### src/hdl/tlv_pkg.sv
// tlv_pkg: shared types, sizes and the key code table for the record indexer
// no dependencies; compiled first
`default_nettype none

package tlv_pkg;

  // sizes
  localparam int NUM_KEYS    = 16;
  localparam int OFFSET_BITS = 12;
  localparam int KEY_LIMIT   = (NUM_KEYS < 16) ? NUM_KEYS : 16;
  localparam int QUEUE_DEPTH = 4;
  localparam int QPTR_BITS   = $clog2(QUEUE_DEPTH);

  // parser phase
  typedef enum logic [1:0] {
    PH_KEY  = 2'd0,
    PH_LEN  = 2'd1,
    PH_DATA = 2'd2
  } phase_t;

  // result kinds
  typedef enum logic [2:0] {
    RK_RECORD  = 3'd0,
    RK_DONE    = 3'd1,
    RK_UNKNOWN = 3'd2,
    RK_DUP     = 3'd3,
    RK_OVERRUN = 3'd4
  } result_kind_t;

  typedef struct packed {
    result_kind_t result_kind;
    logic [3:0]   sensor_index;
    logic [7:0]   record_length;
    logic [11:0]  data_offset;
    logic [7:0]   bad_key;
    logic         end_of_run;
  } result_t;

  // fixed key codes, matched in index order
  function automatic logic [7:0] key_code(input logic [3:0] idx);
    logic [7:0] code;
    case (idx)
      4'd0:    code = 8'h21;
      4'd1:    code = 8'h22;
      4'd2:    code = 8'h23;
      4'd3:    code = 8'h24;
      4'd4:    code = 8'h25;
      4'd5:    code = 8'h26;
      4'd6:    code = 8'h27;
      4'd7:    code = 8'h28;
      4'd8:    code = 8'h29;
      4'd9:    code = 8'h2A;
      4'd10:   code = 8'h2B;
      4'd11:   code = 8'h4B;
      4'd12:   code = 8'h50;
      4'd13:   code = 8'h51;
      4'd14:   code = 8'h52;
      default: code = 8'h53;
    endcase
    return code;
  endfunction

endpackage

`default_nettype wire

### src/hdl/tlv_if.sv
// tlv_byte_if / tlv_result_if: valid/ready channels for payload bytes and results
// no dependencies
`default_nettype none

interface tlv_byte_if;
  logic       valid;
  logic       ready;
  logic [7:0] payload_byte;
  logic       last_byte;

  modport source (output valid, output payload_byte, output last_byte, input ready);
  modport sink   (input valid, input payload_byte, input last_byte, output ready);
endinterface

interface tlv_result_if;
  logic        valid;
  logic        ready;
  logic [2:0]  result_kind;
  logic [3:0]  sensor_index;
  logic [7:0]  record_length;
  logic [11:0] data_offset;
  logic [7:0]  bad_key;
  logic        end_of_run;

  modport source (output valid, output result_kind, output sensor_index,
                  output record_length, output data_offset, output bad_key,
                  output end_of_run, input ready);
  modport sink   (input valid, input result_kind, input sensor_index,
                  input record_length, input data_offset, input bad_key,
                  input end_of_run, output ready);
endinterface

`default_nettype wire

### src/hdl/tlv_record_indexer.sv
// tlv_record_indexer: key/length/data record parser with key match and result queue
// depends on tlv_pkg and the channel interfaces in tlv_if.sv
`default_nettype none

// channel     dir  modport  payload
// byte_in     in   sink     payload_byte[7:0], last_byte
// result_out  out  source   result_kind, sensor_index, record_length,
//                           data_offset, bad_key, end_of_run
//
// one byte per cycle while byte_in.ready is high: the key match and
// phase update sit between the parser registers and a four-entry result
// queue, and one transfer in writes zero, one or two results into the queue.
// results are registered into the queue and offered on result_out in order.
// byte_in.ready is high while the queue has room for two results (two or
// fewer pending), so a stalled output blocks input once three are pending.
// rst is synchronous and clears the parser state and the queue.

module tlv_record_indexer (
  input  wire logic         clk,
  input  wire logic         rst,
  tlv_byte_if.sink          byte_in,
  tlv_result_if.source      result_out
);

  localparam int OB = tlv_pkg::OFFSET_BITS;
  localparam int KL = tlv_pkg::KEY_LIMIT;
  localparam int QB = tlv_pkg::QPTR_BITS;

  // parser state
  tlv_pkg::phase_t  parse_phase, parse_phase_next;
  logic [7:0]       data_remaining, data_remaining_next;
  logic [KL-1:0]    keys_seen, keys_seen_next;
  logic [3:0]       current_sensor, current_sensor_next;
  logic [OB-1:0]    byte_offset, byte_offset_next;
  logic [OB-1:0]    record_start, record_start_next;
  logic [7:0]       record_len_held, record_len_held_next;
  logic             error_sticky, error_sticky_next;

  // result queue
  tlv_pkg::result_t queue_mem [tlv_pkg::QUEUE_DEPTH];
  logic [QB-1:0]    wr_ptr, rd_ptr;
  logic [QB:0]      count;

  logic             accept, pop;
  logic [1:0]       push_count;
  tlv_pkg::result_t res0, res1;

  // key match signals
  logic             key_found;
  logic [3:0]       key_idx;
  logic [7:0]       remaining_dec;

  assign accept = byte_in.valid & byte_in.ready;
  assign pop    = result_out.valid & result_out.ready;
  assign byte_in.ready = (count <= (QB+1)'(tlv_pkg::QUEUE_DEPTH - 2));

  // parallel key compare, lowest index wins
  always_comb begin
    key_found = 1'b0;
    key_idx   = 4'd0;
    for (int i = 0; i < KL; i++) begin
      if (!key_found && tlv_pkg::key_code(4'(i)) == byte_in.payload_byte) begin
        key_found = 1'b1;
        key_idx   = 4'(i);
      end
    end
  end

  assign remaining_dec = data_remaining - 8'd1;

  // phase and run state update, result build
  always_comb begin
    parse_phase_next     = parse_phase;
    data_remaining_next  = data_remaining;
    keys_seen_next       = keys_seen;
    current_sensor_next  = current_sensor;
    byte_offset_next     = byte_offset;
    record_start_next    = record_start;
    record_len_held_next = record_len_held;
    error_sticky_next    = error_sticky;
    push_count           = 2'd0;
    res0                 = '0;
    res1                 = '0;

    if (accept) begin
      if (!error_sticky) begin
        unique case (parse_phase)
          tlv_pkg::PH_LEN: begin
            record_len_held_next = byte_in.payload_byte;
            record_start_next    = byte_offset + OB'(1);
            if (byte_in.payload_byte == 8'd0) begin
              res0.result_kind   = tlv_pkg::RK_RECORD;
              res0.sensor_index  = current_sensor;
              res0.record_length = 8'd0;
              res0.data_offset   = 12'(byte_offset + OB'(1));
              parse_phase_next   = tlv_pkg::PH_KEY;
              push_count         = 2'd1;
              if (byte_in.last_byte) begin
                res1.result_kind = tlv_pkg::RK_DONE;
                res1.end_of_run  = 1'b1;
                push_count       = 2'd2;
              end
            end else if (byte_in.last_byte) begin
              res0.result_kind  = tlv_pkg::RK_OVERRUN;
              res0.end_of_run   = 1'b1;
              error_sticky_next = 1'b1;
              push_count        = 2'd1;
            end else begin
              data_remaining_next = byte_in.payload_byte;
              parse_phase_next    = tlv_pkg::PH_DATA;
            end
          end
          tlv_pkg::PH_DATA: begin
            data_remaining_next = remaining_dec;
            if (remaining_dec == 8'd0) begin
              res0.result_kind   = tlv_pkg::RK_RECORD;
              res0.sensor_index  = current_sensor;
              res0.record_length = record_len_held;
              res0.data_offset   = 12'(record_start);
              parse_phase_next   = tlv_pkg::PH_KEY;
              push_count         = 2'd1;
              if (byte_in.last_byte) begin
                res1.result_kind = tlv_pkg::RK_DONE;
                res1.end_of_run  = 1'b1;
                push_count       = 2'd2;
              end
            end else if (byte_in.last_byte) begin
              res0.result_kind  = tlv_pkg::RK_OVERRUN;
              res0.end_of_run   = 1'b1;
              error_sticky_next = 1'b1;
              push_count        = 2'd1;
            end
          end
          default: begin
            // expect key (the unused phase code lands here too)
            if (!key_found) begin
              res0.result_kind  = tlv_pkg::RK_UNKNOWN;
              res0.bad_key      = byte_in.payload_byte;
              res0.end_of_run   = byte_in.last_byte;
              error_sticky_next = 1'b1;
              push_count        = 2'd1;
            end else if (keys_seen[key_idx]) begin
              res0.result_kind  = tlv_pkg::RK_DUP;
              res0.sensor_index = key_idx;
              res0.bad_key      = byte_in.payload_byte;
              res0.end_of_run   = byte_in.last_byte;
              error_sticky_next = 1'b1;
              push_count        = 2'd1;
            end else begin
              keys_seen_next[key_idx] = 1'b1;
              current_sensor_next = key_idx;
              if (byte_in.last_byte) begin
                res0.result_kind  = tlv_pkg::RK_OVERRUN;
                res0.end_of_run   = 1'b1;
                error_sticky_next = 1'b1;
                push_count        = 2'd1;
              end else begin
                parse_phase_next = tlv_pkg::PH_LEN;
              end
            end
          end
        endcase
      end

      byte_offset_next = byte_offset + OB'(1);

      // end of run returns all run state to its reset value
      if (byte_in.last_byte) begin
        parse_phase_next     = tlv_pkg::PH_KEY;
        data_remaining_next  = 8'd0;
        keys_seen_next       = '0;
        current_sensor_next  = 4'd0;
        byte_offset_next     = '0;
        record_start_next    = '0;
        record_len_held_next = 8'd0;
        error_sticky_next    = 1'b0;
      end
    end
  end

  // parser state registers
  always_ff @(posedge clk) begin
    if (rst) begin
      parse_phase     <= tlv_pkg::PH_KEY;
      data_remaining  <= 8'd0;
      keys_seen       <= '0;
      current_sensor  <= 4'd0;
      byte_offset     <= '0;
      record_start    <= '0;
      record_len_held <= 8'd0;
      error_sticky    <= 1'b0;
    end else begin
      parse_phase     <= parse_phase_next;
      data_remaining  <= data_remaining_next;
      keys_seen       <= keys_seen_next;
      current_sensor  <= current_sensor_next;
      byte_offset     <= byte_offset_next;
      record_start    <= record_start_next;
      record_len_held <= record_len_held_next;
      error_sticky    <= error_sticky_next;
    end
  end

  // queue storage, up to two writes per transfer in
  always_ff @(posedge clk) begin
    if (push_count != 2'd0) begin
      queue_mem[wr_ptr] <= res0;
    end
    if (push_count == 2'd2) begin
      queue_mem[wr_ptr + QB'(1)] <= res1;
    end
  end

  // queue pointers and fill count
  always_ff @(posedge clk) begin
    if (rst) begin
      wr_ptr <= '0;
      rd_ptr <= '0;
      count  <= '0;
    end else begin
      wr_ptr <= wr_ptr + QB'(push_count);
      if (pop) begin
        rd_ptr <= rd_ptr + QB'(1);
      end
      count <= count + (QB+1)'(push_count) - (QB+1)'(pop);
    end
  end

  // output side
  assign result_out.valid         = (count != '0);
  assign result_out.result_kind   = queue_mem[rd_ptr].result_kind;
  assign result_out.sensor_index  = queue_mem[rd_ptr].sensor_index;
  assign result_out.record_length = queue_mem[rd_ptr].record_length;
  assign result_out.data_offset   = queue_mem[rd_ptr].data_offset;
  assign result_out.bad_key       = queue_mem[rd_ptr].bad_key;
  assign result_out.end_of_run    = queue_mem[rd_ptr].end_of_run;

endmodule

`default_nettype wire
### src/flat_wrapper.sv
// flat-port wrapper written by rule: the top's interface ports become plain ports
module tlv_record_indexer_flat 
  (clk, rst, byte_in_valid, byte_in_payload_byte, byte_in_last_byte, byte_in_ready, result_out_valid, result_out_result_kind, result_out_sensor_index, result_out_record_length, result_out_data_offset, result_out_bad_key, result_out_end_of_run, result_out_ready);
  tlv_byte_if byte_in_i ();
  tlv_result_if result_out_i ();
  input  wire logic clk;
  input  wire logic rst;
  input wire logic [$bits(byte_in_i.valid)-1:0] byte_in_valid;
  input wire logic [$bits(byte_in_i.payload_byte)-1:0] byte_in_payload_byte;
  input wire logic [$bits(byte_in_i.last_byte)-1:0] byte_in_last_byte;
  output wire logic [$bits(byte_in_i.ready)-1:0] byte_in_ready;
  output wire logic [$bits(result_out_i.valid)-1:0] result_out_valid;
  output wire logic [$bits(result_out_i.result_kind)-1:0] result_out_result_kind;
  output wire logic [$bits(result_out_i.sensor_index)-1:0] result_out_sensor_index;
  output wire logic [$bits(result_out_i.record_length)-1:0] result_out_record_length;
  output wire logic [$bits(result_out_i.data_offset)-1:0] result_out_data_offset;
  output wire logic [$bits(result_out_i.bad_key)-1:0] result_out_bad_key;
  output wire logic [$bits(result_out_i.end_of_run)-1:0] result_out_end_of_run;
  input wire logic [$bits(result_out_i.ready)-1:0] result_out_ready;
  assign byte_in_i.valid = byte_in_valid;
  assign byte_in_i.payload_byte = byte_in_payload_byte;
  assign byte_in_i.last_byte = byte_in_last_byte;
  assign byte_in_ready = byte_in_i.ready;
  assign result_out_valid = result_out_i.valid;
  assign result_out_result_kind = result_out_i.result_kind;
  assign result_out_sensor_index = result_out_i.sensor_index;
  assign result_out_record_length = result_out_i.record_length;
  assign result_out_data_offset = result_out_i.data_offset;
  assign result_out_bad_key = result_out_i.bad_key;
  assign result_out_end_of_run = result_out_i.end_of_run;
  assign result_out_i.ready = result_out_ready;
  tlv_record_indexer u_core (.clk(clk), .rst(rst), .byte_in(byte_in_i), .result_out(result_out_i));
endmodule
### config.mk
export PLATFORM = sky130hd
export DESIGN_NAME = tlv_record_indexer_flat
export DESIGN_NICKNAME = d
export VERILOG_FILES = /design/src/hdl/tlv_pkg.sv /design/src/hdl/tlv_if.sv /design/src/hdl/tlv_record_indexer.sv /design/src/flat_wrapper.sv
export SDC_FILE = /design/constraint.sdc
export NUM_CORES = 1
export LEC_CHECK = 0
export BUFFER_PORTS_ARGS = -buffer_cell sky130_fd_sc_hd__buf_2
export CORE_MARGIN = 2
export CORE_UTILIZATION = 25
export CTS_CLUSTER_DIAMETER = 30
export DETAILED_ROUTE_END_ITERATION = 6
export GPL_TIMING_DRIVEN = 0
export PLACE_DENSITY = 0.43
export SLEW_MARGIN = 20
export SYNTH_ARGS = -nofsm -noshare
export SYNTH_HDL_FRONTEND = slang
export SYNTH_SLANG_ARGS = --single-unit
### constraint.sdc
create_clock -name clk -period 13.6 [get_ports clk]
set_clock_uncertainty 0.1 [all_clocks]
set_input_delay 3.4 -clock clk [delete_from_list [all_inputs] [get_ports clk]]
set_output_delay 3.4 -clock clk [all_outputs]
set_load 0.02 [all_outputs]
==> key figures, run 1 <==
Finish
  • Nets: approximately 1200
  • Synth-to-Final Area Change: 29.65%
  • Share of layout cells above drive strength 1: 0.1810
  • Finished Layout Cells: around 1700
  • N_diodes: 0

Timing
  • Fin Setup TNS: 0 ns
  • Relative slew slack: 0.2480
  • Min Hold Slack: 0.3506 ns
  • Unrepaired setup endpoints after global routing: false
  • Worst Tran Pin Value: approximately 1.1 ns
  • Final setup viols: 0
  • Min Tclk post-route: between 7 and 8 ns
  • Final Hold Fails: 0
  • Final Cycle Share: 0.5340
  • Pins Over Slew Limit: 0
  • Fmax: 137.7 MHz

Synth
  • Avg Cell Area, Syn: ~9.7 sq um
  • Post-synth top area cell: dfxtp_1
  • Main synth FF type: dfxtp_1
  • Mux cell area share after synthesis: 0.1509
  • Synthesis Warnings: 0
  • Top-count cell post-synth: dfxtp_1
  • Distinct cells, synth: 76
  • Register area share after synthesis: 0.4419
  • Compound-Gate Fraction of Synth Area: 0.1622
  • Simple-gate share of the synthesized area: 0.1659
  • Combinational family with the most area after synthesis: simple AND/OR/NAND/NOR gates
  • Synth area leaders: dfxtp_1, mux4_2, mux2i_1
  • Fraction of registers with async set/reset: 0
  • Synth Area in Adders: 0.01833
  • Top-area cell type share of the netlist area: 0.4178
  • Syn Inst Count: approximately 1000
  • Synthesized flop and latch total: around 220
  • Synth cell count leaders: dfxtp_1, nand2_1, nor2_1
  • Number of synthesized flops with an enable pin: 8
  • Synth Cell Area: roughly 10000 sq um
  • Syn nets: ~1100
  • Post-Synth XOR/XNOR Area: 0.01846

Critical path
  • CP top delay family: simple AND/OR/NAND/NOR gates
  • Startpoint Class: input pin
  • RR Startpoint: u_core.data_remaining[0]
  • Crit path top cell by count: clkbuf_1
  • Critical Path RT: roughly 14 ns
  • CP cell instances: clkbuf_1, clkbuf_1, or2_2, nor4_1, ha_1, a221o_1, and2_1, nor2_1, nand3_1, clkbuf_1, clkbuf_1, nand2_1
  • Worst Reg-to-Reg Cells: 12
  • Crit end category: register
  • Arrival @ worst endpoint: about 7.5 ns
  • FF-to-FF End: u_core.queue_mem[0][33]
  • Reg-to-reg setup timing slack: 8.57 ns
  • Worst Path Buf+Inv: 4
  • CP Max Fanout: 10
  • Worst-path cell with the longest stage delay: nor4_1
  • Critical path class: in2reg
  • Crit path largest cell delay: between 0.6 and 0.7 ns

Clock tree
  • Post-CTS Resized: 0
  • Total CTS buffers: 59
  • Root Driver: clkbuf_16
  • Clock buffer depth: 3
  • CTS tree: done
  • H-tree depth: 2
  • CTS clk-pin slew, worst paths: 0.04 ns
  • Post-CTS Setup Inserts: 0
  • Clock latency on the worst-skew pair: between 0.5 and 0.6 ns
  • Sink Count: 216
  • Cts hold-fix bufs: 0

Job
  • Max Cap Viol: 0

Floorplanning
  • Die outline area: approximately 41000 sq um
  • Initial Util: 0.2520
  • Die W: ~200 microns
  • # IOs: 51
  • Num rows: 73
  • Core area: about 40000 sq um
  • Die Ht: slightly above 200 microns

Route
  • Initial DRC count: 440
  • Vias/cell: 4.864
  • Remaining DRCs: 0
  • Routed Antenna Nets: 0
  • DR vias: about 8300
  • 1st-pass router iterations: 5
  • WL/cell: roughly 19 microns
  • Final WL: between 30 and 40 mm

Global route
  • First-pass GRT wire length: 50.31 mm
  • Initial antenna violation count: 1
  • GRT overflow: 0
  • Total Routing Usage GR: 0.1568
  • Number of global-route vias before repair: between 8000 and 9000
  • Largest net degree at the start of global routing: 19

Placed design
  • GPL Wtd Cong: between 0.8 and 0.9
  • Port bufs: 45
  • Post-DP HPWL: approximately 23 mm
  • Placed cell count: ~1600

Power and ir drop
  • Worst VDD drop: roughly 0.11 mV
  • P_leak: just over 5 nW
  • Power density over cell area: just under 200 nW/um^2
  • Overall power: between 2 and 3 mW

Status
  • Status: finished clean

Hold path
  • Hold EP: u_core.keys_seen[4]
  • Min-delay src: u_core.keys_seen[4]
  • Hold Path Class: reg2reg
  • Hold Path Depth: 2
-- worst max-delay path by stage --
stage | from | to | slack (ns) | depth (start not counted)
final | byte_in_payload_byte[1] | u_core.queue_mem[0][33] | 6.34 | 12
after global routing | byte_in_payload_byte[1] | u_core.queue_mem[0][33] | 6.08 | 12
after CTS | byte_in_payload_byte[1] | u_core.queue_mem[0][0] | 6.29 | 12
after detailed placement | byte_in_payload_byte[1] | u_core.queue_mem[0][0] | 5.66 | 12
after global placement | byte_in_payload_byte[1] | u_core.queue_mem[0][0] | 5.64 | 12
after floorplan | byte_in_payload_byte[3] | u_core.queue_mem[1][0] | 6.90 | 12
-- layout make-up --
type,instances,area (sq um)
clock buffer,81,1712
buffer,83,361.6
tap,525,656.9
fill,4073,26630
timing repair buffer,45,225.2
multi-input combinational,714,5146
sequential,216,4404
clock inverter,27,355.3
inverter,16,60.06
-- worst register-to-register path: cells and delay by family, from the launching register on --
| family | cells | cell delay [ns] |
|---|---|---|
| xor gates and xnor gates | 1 | 0.15 |
| adders and majority gates | 1 | 0.36 |
| and+or+nand+nor | 7 | 2.69 |
| buffers and inverters | 2 | 0.73 |
| AOI/OAI and AO/OA | 1 | 0.39 |
| DFF | 1 | 0.34 |
-- routing by layer --
layer  vias to the layer above  track usage  wire (microns)
li1                       3977            -               -
met1                      4090       0.2151           15730
met2                       176       0.2482           14440
met3                        59      0.02733            1248
met4                         0      0.05292             779
met5                         -            0               0
-- logic make-up after synthesis --
logic type	count (synthesis)
compound gates	219
mux	105
xor+xnor	21
flops	216
fa+ha+maj	14
buf+inv	99
simple gates	355
-- power by group --
part / total, mW / switching, mW / internal [mW]
Sequential: 0.734 / 0.0345 / 0.700
Combinational: 0.400 / 0.240 / 0.160
Clock: 1.40 / 0.425 / 0.971
Total: 2.53 / 0.699 / 1.83
-- cell usage in the layout (no fill, tap or decap), drive strengths merged, types with 7 or more instances in the layout --
cell type  netlist  final
ha              13     13
inv             16     19
dfxtp          208    208
or3             10     10
o2bb2ai         53     53
xnor2           11     11
mux4            36     36
buf             20     65
a22oi           13     13
xor2            10     10
clkinv           0     19
mux2i           67     67
and2            10     10
clkbuf          63    144
nand3           26     26
nand2b           7      7
and3             9      9
o21ai           46     46
a21oi           35     35
a22o            22     22
nor2            71     71
edfxtp           8      8
nor3            20     20
nand2          161    161
-- metrics by stage --
stage	worst slack [ns]	cell area (sq um)	util
finish	6.338	12920	0.3267
CTS	6.292	12920	0.3267
detailed placement	5.663	10850	0.2744
floorplan	6.903	9966	-
global placement	5.635	10850	0.2743
global route	6.083	12920	0.3267
-- registers in the layout, summed over array words and instances (netlist names), named ones only --
| register | cells |
|---|---|
| u_core.byte_offset | 12 |
| u_core.count | 3 |
| u_core.current_sensor | 4 |
| u_core.data_remaining | 8 |
| u_core.error_sticky | 1 |
| u_core.keys_seen | 16 |
| u_core.parse_phase | 2 |
| u_core.queue_mem | 144 |
| u_core.rd_ptr | 2 |
| u_core.record_len_held | 8 |
| u_core.record_start | 12 |
| u_core.wr_ptr | 2 |
Note: power is estimated with default switching activity, not from simulation.
==> run 2, diff against run 1 <==
PLACE_DENSITY = 0.45   (was 0.43)
clock period = 5.8 ns   (was 13.6 ns; I/O delays follow)
==> key figures, run 2 (synthesized netlist as in run 1, its figures left out) <==
Status
  • Status: finished clean

Power and ir drop
  • Sw Pwr: between 1.5 and 2 mW
  • Internal: between 4 and 5 mW
  • Power density over cell area: about 470 nW/um^2
  • Worst VDD drop: between 0.15 and 0.2 mV
  • P_leak: around 5 nW
  • Clock power frac: 0.560
  • Combinational power share: 0.155
  • Overall power: roughly 6.1 mW
  • Sw Ratio: 0.2675
  • Sequential share of power: 0.284

Route
  • Vias/cell: slightly below 5
  • Remaining DRCs: 0
  • 1st-pass router iterations: 5
  • Final WL: between 30 and 40 mm
  • Initial DRC count: approximately 470
  • DR vias: 8337
  • WL/cell: around 19 microns
  • Routed Antenna Nets: 0

Timing
  • Final Cycle Share: 0.9177
  • Fmax: ~190 MHz
  • Fin Setup TNS: 0 ns
  • Unrepaired setup endpoints after global routing: false
  • Final setup viols: 0
  • Min Tclk post-route: around 5.3 ns
  • Worst Tran Pin Value: around 0.97 ns
  • Relative slew slack: 0.3537
  • Final Hold Fails: 0
  • Pins Over Slew Limit: 0

Job
  • Max Cap Viol: 0

Critical path
  • CP cell instances: clkbuf_1, clkbuf_1, or2_2, nor4_1, ha_1, a221o_1, and2_1, nor2_1, a21oi_1, or3_1, buf_2, clkbuf_1, inv_1
  • Startpoint Class: input pin
  • Crit end category: register
  • CP Max Fanout: 10
  • Crit path largest cell delay: 0.66 ns
  • Critical Path RT: between 5 and 6 ns
  • Worst-path cell with the longest stage delay: nor4_1
  • Critical path class: in2reg
  • Arrival @ worst endpoint: between 5 and 6 ns
  • Crit path top cell by count: clkbuf_1
  • Worst Reg-to-Reg Cells: 13

Finish
  • Share of layout cells above drive strength 1: 0.1838
  • Commonest non-fill, non-tap cell in the layout: dfxtp_1
  • Leading cell types in the layout, fill and taps excluded: dfxtp_1, nand2_1, clkbuf_1, nor2_1, mux2i_1
  • Synth-to-Final Area Change: 30.22%
  • Largest register FFs: between 100 and 150
  • Layout fillers: approximately 4000
  • Biggest register: u_core.queue_mem
  • Biggest regs: u_core.queue_mem: 144 flops, u_core.keys_seen: 16 flops
  • Nets: 1163
  • N_diodes: 0
  • Register area: between 4000 and 5000 sq um
  • Area occupied by multi-input gates: approximately 5000 sq um
  • Fin util: 0.3281

Clock tree
  • H-tree depth: 2
  • CTS tree: done
  • Post-CTS Setup Inserts: 0
  • Total CTS buffers: 60
  • Root Driver: clkbuf_16
  • Clock buffer depth: 3
  • Post-CTS Resized: 0
  • Clock latency on the worst-skew pair: about 0.6 ns
  • Cts hold-fix bufs: 0
  • CTS clk-pin slew, worst paths: 0.04 ns
  • Sink Count: 216

Floorplanning
  • # IOs: between 50 and 60
  • Die W: 203.7 microns
  • Core area: between 30000 and 40000 sq um
  • Num rows: 73
  • Die Ht: 203.7 microns
  • Initial Util: 0.2520
  • Die outline area: 41480 sq um

Global route
  • Total Routing Usage GR: 0.1556
  • First-pass GRT wire length: 50.03 mm
  • GRT overflow: 0
  • Number of global-route vias before repair: ~8600
  • Initial antenna violation count: 1
  • Largest net degree at the start of global routing: 17

Placed design
  • GPL Wtd Cong: 0.8363
  • Post-DP HPWL: about 22 mm
  • Port bufs: 45

Hold path
  • Hold Path Depth: 1
  • Hold Path Class: reg2reg
run 2: cell count changes in the layout (fill, tap and decap cells not counted):
cell	previous run	this run
clkinvlp_4	0	2
clkinv_4	6	0
clkinv_2	11	17
inv_4	0	1
clkbuf_16	61	62
inv_16	1	2
inv_6	2	0
bufinv_16	5	8
clkinv_16	2	0
run 2: power by group through the flow:
stage | sequential [mW] | clock, mW | combinational, mW
detailed placement | 1.75 | 0 | 0.955
floorplan | 1.72 | 0 | 0.694
CTS | 1.72 | 3.44 | 0.960
finish | 1.72 | 3.40 | 0.941
global placement | 1.74 | 0 | 0.947
global route | 1.74 | 3.54 | 1.03
run 2: layout make-up:
| class | instances | share of cell area |
|---|---|---|
| Buffer | 83 | 0.02786 |
| Clock buffer | 82 | 0.1338 |
| Tap cell | 525 | 0.05062 |
| Sequential cell | 216 | 0.3394 |
| Timing Repair Buffer | 45 | 0.01735 |
| Inverter | 16 | 0.004628 |
| Clock inverter | 30 | 0.02979 |
| Multi-Input combinational cell | 714 | 0.3966 |
run 2: layer usage:
| metal | GRT usage | part of all wire | up-vias | wire length, microns |
|---|---|---|---|---|
| li1 | - | - | 3982 | - |
| met1 | 0.2109 | 0.48 | 4098 | 15320 |
| met2 | 0.2496 | 0.46 | 217 | 14670 |
| met3 | 0.02908 | 0.048 | 40 | 1528 |
| met4 | 0.04927 | 0.016 | 0 | 506 |
| met5 | 0 | 0 | - | 0 |
run 2: path summary, 6_finish.rpt:
check                            from                 endpoint  slack [ns]
max           byte_in_payload_byte[1]  u_core.queue_mem[3][33]        0.48
min           u_core.queue_mem[3][34]  u_core.queue_mem[3][34]        0.35
max reg2reg  u_core.data_remaining[0]  u_core.queue_mem[3][33]        0.80
min reg2reg   u_core.queue_mem[3][34]  u_core.queue_mem[3][34]        0.35
run 2: per-stage QoR:
| stage | instances | setup slack, ns | cell area [sq um] | hold slack, ns |
|---|---|---|---|---|
| after floorplan | 1029 | 1.053 | 9966 | 0.3161 |
| after global placement | 1599 | -0.1940 | 10850 | 0.3278 |
| after detailed placement | 1599 | -0.09873 | 10850 | 0.3411 |
| after CTS | 1711 | 0.5022 | 12980 | 0.3514 |
| after global routing | 1711 | 0.3450 | 12980 | 0.3631 |
| final | 1711 | 0.4772 | 12980 | 0.3511 |
run 2: worst max-delay path, delay by kind of cell:
| family | cells | cell delay (ns) |
|---|---|---|
| adders and majority gates | 1 | 0.38 |
| AOI/OAI and AO/OA | 2 | 0.45 |
| and+or+nand+nor | 5 | 1.92 |
| buffers and inverters | 5 | 1.29 |
==> run 3, diff against run 2 <==
CORE_UTILIZATION = 41   (was 25)
PLACE_DENSITY = 0.63   (was 0.45)
==> key figures, run 3 (synthesized netlist as in run 1, its figures left out) <==
Clock tree
  • CTS tree: done
  • Post-CTS Resized: 0
  • Clock buffer depth: 3
  • Total CTS buffers: 47
  • Sink Count: about 220
  • Cts hold-fix bufs: 0
  • H-tree depth: 2
  • Post-CTS Setup Inserts: 0
  • CTS clk-pin slew, worst paths: about 0.050 ns
  • Clock latency on the worst-skew pair: about 0.55 ns
  • Root Driver: clkbuf_16

Route
  • WL/cell: about 19 microns
  • Final WL: around 28 mm
  • Vias/cell: roughly 5.6
  • DR vias: between 8000 and 9000
  • Initial DRC count: between 600 and 700
  • Routed Antenna Nets: 0
  • 1st-pass router iterations: 4
  • Remaining DRCs: 0

Finish
  • Biggest regs: u_core.queue_mem: 144 flops, u_core.keys_seen: 16 flops
  • Synth-to-Final Area Change: 23.31%
  • Commonest non-fill, non-tap cell in the layout: dfxtp_1
  • Leading cell types in the layout, fill and taps excluded: dfxtp_1, nand2_1, nor2_1
  • Share of layout cells above drive strength 1: 0.1721
  • N_diodes: 0
  • Biggest register: u_core.queue_mem
  • Nets: about 1200
  • Finished Layout Cells: 1486
  • Largest register FFs: between 100 and 150

Critical path
  • Worst Setup SP: byte_in_payload_byte[1]
  • Critical Path RT: between 5 and 6 ns
  • CP Max Fanout: 10
  • Critical path class: in2reg
  • Crit end category: register
  • Arrival @ worst endpoint: around 5.4 ns
  • Startpoint Class: input pin
  • RR Startpoint: u_core.data_remaining[0]

Hold path
  • Min-delay src: u_core.keys_seen[8]
  • Hold Path Class: reg2reg

Power and ir drop
  • Overall power: 5.411 mW
  • P_leak: approximately 4.8 nW
  • Worst VDD drop: between 0.2 and 0.25 mV
  • Power density over cell area: 440.3 nW/um^2

Floorplanning
  • # IOs: between 50 and 60
  • Die Ht: around 160 microns
  • Core area: ~24000 sq um
  • Die W: between 150 and 200 microns
  • Die outline area: approximately 26000 sq um
  • Initial Util: 0.4134
  • Num rows: 57

Global route
  • Number of global-route vias before repair: roughly 8200
  • First-pass GRT wire length: around 45 mm
  • Initial antenna violation count: 0
  • Total Routing Usage GR: 0.2217
  • Largest net degree at the start of global routing: 15
  • GRT overflow: 0

Job
  • Max Cap Viol: 0

Timing
  • Fmax: roughly 190 MHz
  • Worst Tran Pin Value: 0.9692 ns
  • Pins Over Slew Limit: 0
  • Unrepaired setup endpoints after global routing: false
  • Final Hold Fails: 0
  • Fin Setup TNS: 0 ns
  • Min Hold Slack: 0.3442 ns
  • Final Cycle Share: 0.8972
  • Final setup viols: 0
  • Relative slew slack: 0.3470
  • Min Tclk post-route: ~5.2 ns
  • Final WS setup: 0.5960 ns

Placed design
  • Post-DP HPWL: slightly below 20 mm
  • Port bufs: 45
  • GPL Wtd Cong: approximately 0.9
  • Placed cell count: around 1400
  • Dpl ws: approximately 0.068 ns

Status
  • Status: finished clean
==> run 3: changes by cell type in the layout (fill, tap and decap cells not counted), moves of 4 or more <==
cell        previous run  this run
clkinv_4               0         7
clkbuf_16             62        48
clkbuf_1              71        65
clkinv_2              17         8
inv_6                  0         5
clkinvlp_4             2         6
clkbuf_8              11         2
==> run 3: final timing paths <==
kind / end / slack (ns) / depth (start not counted)
max: u_core.queue_mem[0][33] / 0.60 / 12
min: u_core.keys_seen[8] / 0.34 / 2
max reg2reg: u_core.queue_mem[0][33] / 0.86 / 12
min reg2reg: u_core.keys_seen[8] / 0.34 / 2
==> run 3: critical path, cell delays in order <==
cell	delay, ns
clkbuf_1	0.18
clkbuf_1	0.34
or2_2	0.40
nor4_1	0.65
ha_1	0.37
a221o_1	0.36
and2_1	0.19
nor2_1	0.28
nand3_1	0.22
clkbuf_1	0.34
clkbuf_1	0.36
nand2_1	0.19
==> run 3: routing by layer <==
metal / GRT usage / up-vias / share of wire
li1: - / 3946 / -
met1: 0.2946 / 4008 / 0.45
met2: 0.3589 / 255 / 0.46
met3: 0.03922 / 59 / 0.055
met4: 0.09050 / 0 / 0.033
met5: 0 / - / 0
==> run 3: report_power, final <==
| part | internal [mW] | leakage [nW] | switching (mW) |
|---|---|---|---|
| Clock | 1.83 | 0.808 | 0.943 |
| Sequential | 1.64 | 1.76 | 0.0799 |
| Combinational | 0.374 | 2.25 | 0.541 |
| Total | 3.85 | 4.81 | 1.56 |
==> run 3: cell type report <==
| class | instances | area (sq um) |
|---|---|---|
| Multi-Input combinational cell | 714 | 5146 |
| Clock inverter | 35 | 446.7 |
| Tap cell | 324 | 405.4 |
| Clock buffer | 53 | 1240 |
| Buffer | 83 | 361.6 |
| Sequential cell | 216 | 4404 |
| Fill cell | 2290 | 11820 |
| Timing Repair Buffer | 45 | 225.2 |
| Inverter | 16 | 60.06 |
==> run 3: stage by stage <==
stage	instance area [sq um]	util
after floorplan	9966	-
after global placement	10600	0.4396
after detailed placement	10600	0.4396
after CTS	12280	0.5096
after global routing	12290	0.5098
final	12290	0.5098
